[config.mk]
export PLATFORM = sky130hd
export DESIGN_NAME = stp_queue
export DESIGN_NICKNAME = d
export VERILOG_FILES = /design/src/hw/rtl/stp_pkg.sv /design/src/hw/rtl/stp_queue.sv
export SDC_FILE = /design/constraint.sdc
export NUM_CORES = 1
export LEC_CHECK = 0
export ABC_AREA = 1
export BUFFER_PORTS_ARGS = -buffer_cell sky130_fd_sc_hd__buf_4
export CAP_MARGIN = 20
export CORE_MARGIN = 2
export CORE_UTILIZATION = 50
export CTS_BUF_LIST = sky130_fd_sc_hd__clkbuf_4 sky130_fd_sc_hd__clkbuf_8
export CTS_CLUSTER_DIAMETER = 150
export CTS_CLUSTER_SIZE = 25
export DETAILED_ROUTE_END_ITERATION = 10
export GPL_ROUTABILITY_DRIVEN = 0
export HOLD_SLACK_MARGIN = 0.02
export PLACE_DENSITY = 0.67
export SYNTH_ARGS = -nofsm -noshare
export SYNTH_HDL_FRONTEND = slang
export SYNTH_SLANG_ARGS = --single-unit
export TNS_END_PERCENT = 20
[constraint.sdc]
create_clock -name clk -period 3 [get_ports clk]
set_input_delay 0.6 -clock clk [delete_from_list [all_inputs] [get_ports clk]]
set_output_delay 0.6 -clock clk [all_outputs]
set_load 0.03 [all_outputs]
[src/hw/rtl/stp_pkg.sv]
// Shared constants and types for the segment to pose transform.
// No dependencies; imported by every module of the block.
`timescale 1ns / 1ps
`default_nettype none

package stp_pkg;

    localparam int DEF_COORD_WIDTH    = 32;
    localparam int DEF_ROT_FRAC_BITS  = 30;
    localparam int QUEUE_DEPTH        = 4;

    localparam int CFG_INDEX_WIDTH    = 2;
    localparam int CFG_DATA_WIDTH     = 32;
    localparam int CFG_REG_WIDTH      = 31;

    localparam logic [CFG_INDEX_WIDTH-1:0] REG_MIN_LENGTH    = 2'd0;
    localparam logic [CFG_INDEX_WIDTH-1:0] REG_COSINE_MARGIN = 2'd1;

    localparam logic [CFG_REG_WIDTH-1:0] MIN_LENGTH_RESET    = 31'd1;
    localparam logic [CFG_REG_WIDTH-1:0] COSINE_MARGIN_RESET = 31'd1;

    typedef struct packed {
        logic empty;
        logic full;
    } stp_queue_status_t;

endpackage

`default_nettype wire

[src/hw/rtl/stp_queue.sv]
// Short item queue between the front and back parts.
// Uses stp_pkg for the status struct.
`timescale 1ns / 1ps
`default_nettype none

module stp_queue
    import stp_pkg::*;
#(
    parameter int DW    = 8,
    parameter int DEPTH = QUEUE_DEPTH
)
(
    input  wire logic          clk,
    input  wire logic          rst_n,
    input  wire logic          push,
    input  wire logic [DW-1:0] push_data,
    input  wire logic          pop,
    output logic [DW-1:0]      pop_data,
    output stp_queue_status_t  status
);

    localparam int PW = (DEPTH > 1) ? $clog2(DEPTH) : 1;
    localparam int CNW = $clog2(DEPTH + 1);

    logic [DW-1:0]  mem_reg [DEPTH];
    logic [PW-1:0]  wr_ptr_reg;
    logic [PW-1:0]  rd_ptr_reg;
    logic [CNW-1:0] count_reg;

    always_ff @(posedge clk)
    begin
        if (push)
        begin
            mem_reg[wr_ptr_reg] <= push_data;
        end
    end

    always_ff @(posedge clk or negedge rst_n)
    begin
        if (!rst_n)
        begin
            wr_ptr_reg <= '0;
            rd_ptr_reg <= '0;
            count_reg  <= '0;
        end
        else
        begin
            if (push)
            begin
                wr_ptr_reg <= (wr_ptr_reg == PW'(DEPTH - 1)) ? '0 : wr_ptr_reg + 1'b1;
            end
            if (pop)
            begin
                rd_ptr_reg <= (rd_ptr_reg == PW'(DEPTH - 1)) ? '0 : rd_ptr_reg + 1'b1;
            end
            if (push && !pop)
            begin
                count_reg <= count_reg + 1'b1;
            end
            else if (pop && !push)
            begin
                count_reg <= count_reg - 1'b1;
            end
        end
    end

    assign pop_data     = mem_reg[rd_ptr_reg];
    assign status.empty = count_reg == '0;
    assign status.full  = count_reg == CNW'(DEPTH);

endmodule

`default_nettype wire

==> results.rst <==
.. list-table::
   :header-rows: 1

   * - Metric
     - Value
   * - Outcome
     - finished clean
   * - Crit path arrival time
     - roughly 1.7 ns
   * - Cell Area, Placed
     - 1880 µm²
   * - Longest Clk Path Bufs
     - 2
   * - Number of antenna violations at the first check in global routing
     - 0
   * - Final antenna-violating net count
     - 0
   * - Post-synth top area share
     - 0.563
   * - Via density per instance
     - slightly below 5
   * - Power density cells
     - 943 nW/µm²
   * - Share of synthesized flip-flops with an asynchronous set or reset
     - 0.179
   * - Via count of the first global-routing pass
     - about 1000
   * - Routed wirelength normalized by instance count
     - 12.9 µm
   * - Multiplexer share of the synthesized area
     - 0
   * - Final Critical Period
     - around 2.3 ns
   * - Syn-to-layout area delta
     - 15.1%
   * - Average cell area after synthesis
     - 11.8 µm²
   * - Final Hold Vio Count
     - 0
   * - Count of final max-slew check failures
     - 0
   * - Vias
     - 1066
   * - Headroom to the max-slew limit
     - 0.667
   * - CTS hold repair buffers
     - 0
   * - Effective utilization at floorplan
     - 0.516
   * - Gate Count Post-Synth
     - 145
   * - Number of flip-flops under the largest register name
     - 32
   * - CP max FO
     - 33
   * - Warnings from Yosys
     - 0
   * - Pin slew with the least headroom to its limit
     - ~0.5 ns
   * - Number of nets in the layout
     - about 190
   * - Post-synthesis share of cell area spent on and, or, nand and nor gates
     - 0.103
   * - Port Buf Inserts
     - 21
   * - Global Route Usage Sum
     - 0.155
   * - Post-synthesis instance area
     - between 1500 and 2000 µm²
   * - Total Routed Length
     - ~2800 µm
   * - Classification of the worst-slack hold path
     - in2async
   * - 1st-pass router iterations
     - 4
   * - Largest area contributor in the synthesized netlist
     - sky130_fd_sc_hd__edfxtp_1
   * - Fillers
     - between 200 and 300
   * - Number of antenna cells inserted
     - 0
   * - Maximum vdd drop
     - 0.406 mV
   * - DRC Markers
     - 0
   * - Hpwl dp
     - between 1500 and 2000 µm
   * - Net count of the mapped netlist
     - ~160
   * - Clock Sink Count
     - 39
   * - Root buffer selected by CTS
     - sky130_fd_sc_hd__clkbuf_4
   * - Leading cell type by number of instances after synthesis
     - sky130_fd_sc_hd__nand2_1
   * - Fraction of the cycle the final worst path needs
     - 0.752
   * - Post-Route Setup TNS
     - 0 ns
   * - Share of the synthesized netlist area taken by xor and xnor gates
     - 0.00513
   * - Area of the multi-input gates
     - roughly 420 µm²
   * - Post-Route Skew
     - 0.0127 ns
   * - Sequential element share of the synthesized area
     - 0.665
   * - Wire length of the first global-routing pass
     - about 4600 µm
   * - Dominant combinational cell family by area after synthesis
     - simple AND/OR/NAND/NOR gates
   * - Register clock-pin slew on the reported worst setup and hold paths
     - ~0.12 ns
   * - Die width
     - about 62 µm
   * - Area contributors post-synth
     - sky130_fd_sc_hd__edfxtp_1 56%, sky130_fd_sc_hd__dfrtp_1 10%, sky130_fd_sc_hd__nand2_1 8.8%
   * - Most frequent cells after synthesis
     - 40 x sky130_fd_sc_hd__nand2_1, 32 x sky130_fd_sc_hd__edfxtp_1, 27 x sky130_fd_sc_hd__inv_1
   * - Fraction of final layout cells with drive strength greater than 1
     - 0.182
   * - CP Capture Type
     - output port
   * - Number of design-rule violations left by the first detailed-router iteration
     - 34
   * - Core Box Area
     - 3310 µm²
   * - Final WS setup
     - roughly 0.74 ns
   * - Deepest level of the CTS H-tree
     - 2
   * - Type of the worst setup path
     - reg2out
   * - Post-synthesis adder-cell area fraction
     - 0.0557
   * - Post-synth cell types
     - 18
   * - Worst Hold Margin
     - about 0.053 ns
   * - Row cnt
     - 21
   * - Largest net degree at the start of global routing
     - 34
   * - TritonCTS clock tree
     - yes
   * - Top_reg_cell synth
     - sky130_fd_sc_hd__edfxtp_1
   * - Grt total ovfl
     - 0
   * - Total power consumption of the routed design
     - approximately 0.0019 W
   * - Synthesized-area fraction occupied by ao, oa, aoi and oai cells
     - 0.0821
   * - Area taken by flip-flops and latches
     - about 1100 µm²
   * - Highest clock frequency the design can meet
     - 0.443 GHz
   * - Setup repair after global routing missed its margin
     - false
   * - Total of cells resized after clock tree synthesis
     - 0
   * - Area of all placed cells without fillers
     - 1970 µm²
   * - Die Y
     - ~62 µm
   * - Number of CTS-inserted buffers
     - 5
   * - Worst slack at placement
     - 1.14 ns
   * - Die area
     - slightly below 4000 µm²
   * - Critical path data required time
     - 2.40 ns
   * - Post-CTS Setup Inserts
     - 0
   * - Synthesis-stage register bit count
     - 39
   * - Final count of negative-setup-slack endpoints
     - 0
   * - Number of primary I/O pins
     - 22
   * - Clock latency at the later pin of the worst-skew pair
     - approximately 0.33 ns
   * - Pleak
     - 0.884 nW
   * - Post-synth EDFFs
     - 32
   * - Maximum Capacitance Violations
     - 0
   * - Sort of element at the start of the critical path
     - flip-flop
[area by class of cell]
class | count | share of cell area
Tap cell | 46 | 0.0293
Inverter | 29 | 0.0554
Clock buffer | 6 | 0.0261
Multi-Input combinational cell | 73 | 0.213
Timing Repair Buffer | 21 | 0.0802
Clock inverter | 2 | 0.0178
Sequential cell | 39 | 0.578
[worst max-delay path, cell delays in order (launching register included)]
cell and delay [ns]:
sky130_fd_sc_hd__dfrtp_1 0.43, sky130_fd_sc_hd__inv_2 0.39, sky130_fd_sc_hd__nand2_1 0.11, sky130_fd_sc_hd__o211ai_1 0.11, sky130_fd_sc_hd__nand2_1 0.10, sky130_fd_sc_hd__buf_4 0.18
[path summary, 6_finish.rpt]
kind	startpoint	endpoint	slack (ns)	cells after the start
min	rst_n	rd_ptr_reg[1]	0.05	1
max reg2reg	wr_ptr_reg[0]	mem_reg[0][0]	1.65	4
max in group asynchronous	rst_n	wr_ptr_reg[1]	2.81	1
min in group clk	push_data[5]	mem_reg[0][5]	0.46	1
max	rd_ptr_reg[0]	pop_data[1]	0.74	5
min reg2reg	count_reg[2]	count_reg[2]	0.54	2
[stage by stage]
stage,instances,util
2_1_floorplan,145,-
3_5_place_dp,208,0.568
6_report,216,0.594
4_1_cts,216,0.594
3_3_place_gp,208,0.568
5_1_grt,216,0.594
[power breakdown]
group          internal [W]  leakage [nW]  switching (W)  total (W)
clock network      0.000197        0.0482       0.000157   0.000354
logic              0.000248         0.457       0.000463   0.000711
registers          0.000709         0.379      0.0000800   0.000789
total               0.00115         0.884       0.000700    0.00185
[per-layer routing]
metal | vias up | global-route usage | routed length [µm] | part of all wire
li1 | 528 | - | - | -
met4 | 0 | 0.0750 | 62 | 0.022
met1 | 508 | 0.182 | 1260 | 0.45
met5 | - | 0 | 0 | 0
met2 | 22 | 0.265 | 1400 | 0.50
met3 | 8 | 0.0414 | 77 | 0.028
[cell families (layout without fill, tap and decap cells)]
| kind of cell | after synthesis | after routing |
|---|---|---|
| AND/OR/NAND/NOR | 45 | 45 |
| flip-flops | 39 | 39 |
| buffers and inverters | 33 | 58 |
| AO/OA/AOI/OAI | 20 | 20 |
| adder cells (fa/ha/maj) | 7 | 7 |
| XOR/XNOR | 1 | 1 |
[cell usage in the layout (no fill, tap or decap), drive strengths merged]
| cell | count |
|---|---|
| edfxtp | 32 |
| dfrtp | 7 |
| o21ai | 4 |
| o211ai | 16 |
| xnor2 | 1 |
| clkbuf | 6 |
| ha | 6 |
| nand2 | 40 |
| fa | 1 |
| bufinv | 1 |
| inv | 29 |
| nand4 | 1 |
| nor2 | 1 |
| buf | 21 |
| nand3 | 1 |
| nor3 | 2 |
| clkinv | 1 |
Power figures use the tool's default switching activity.
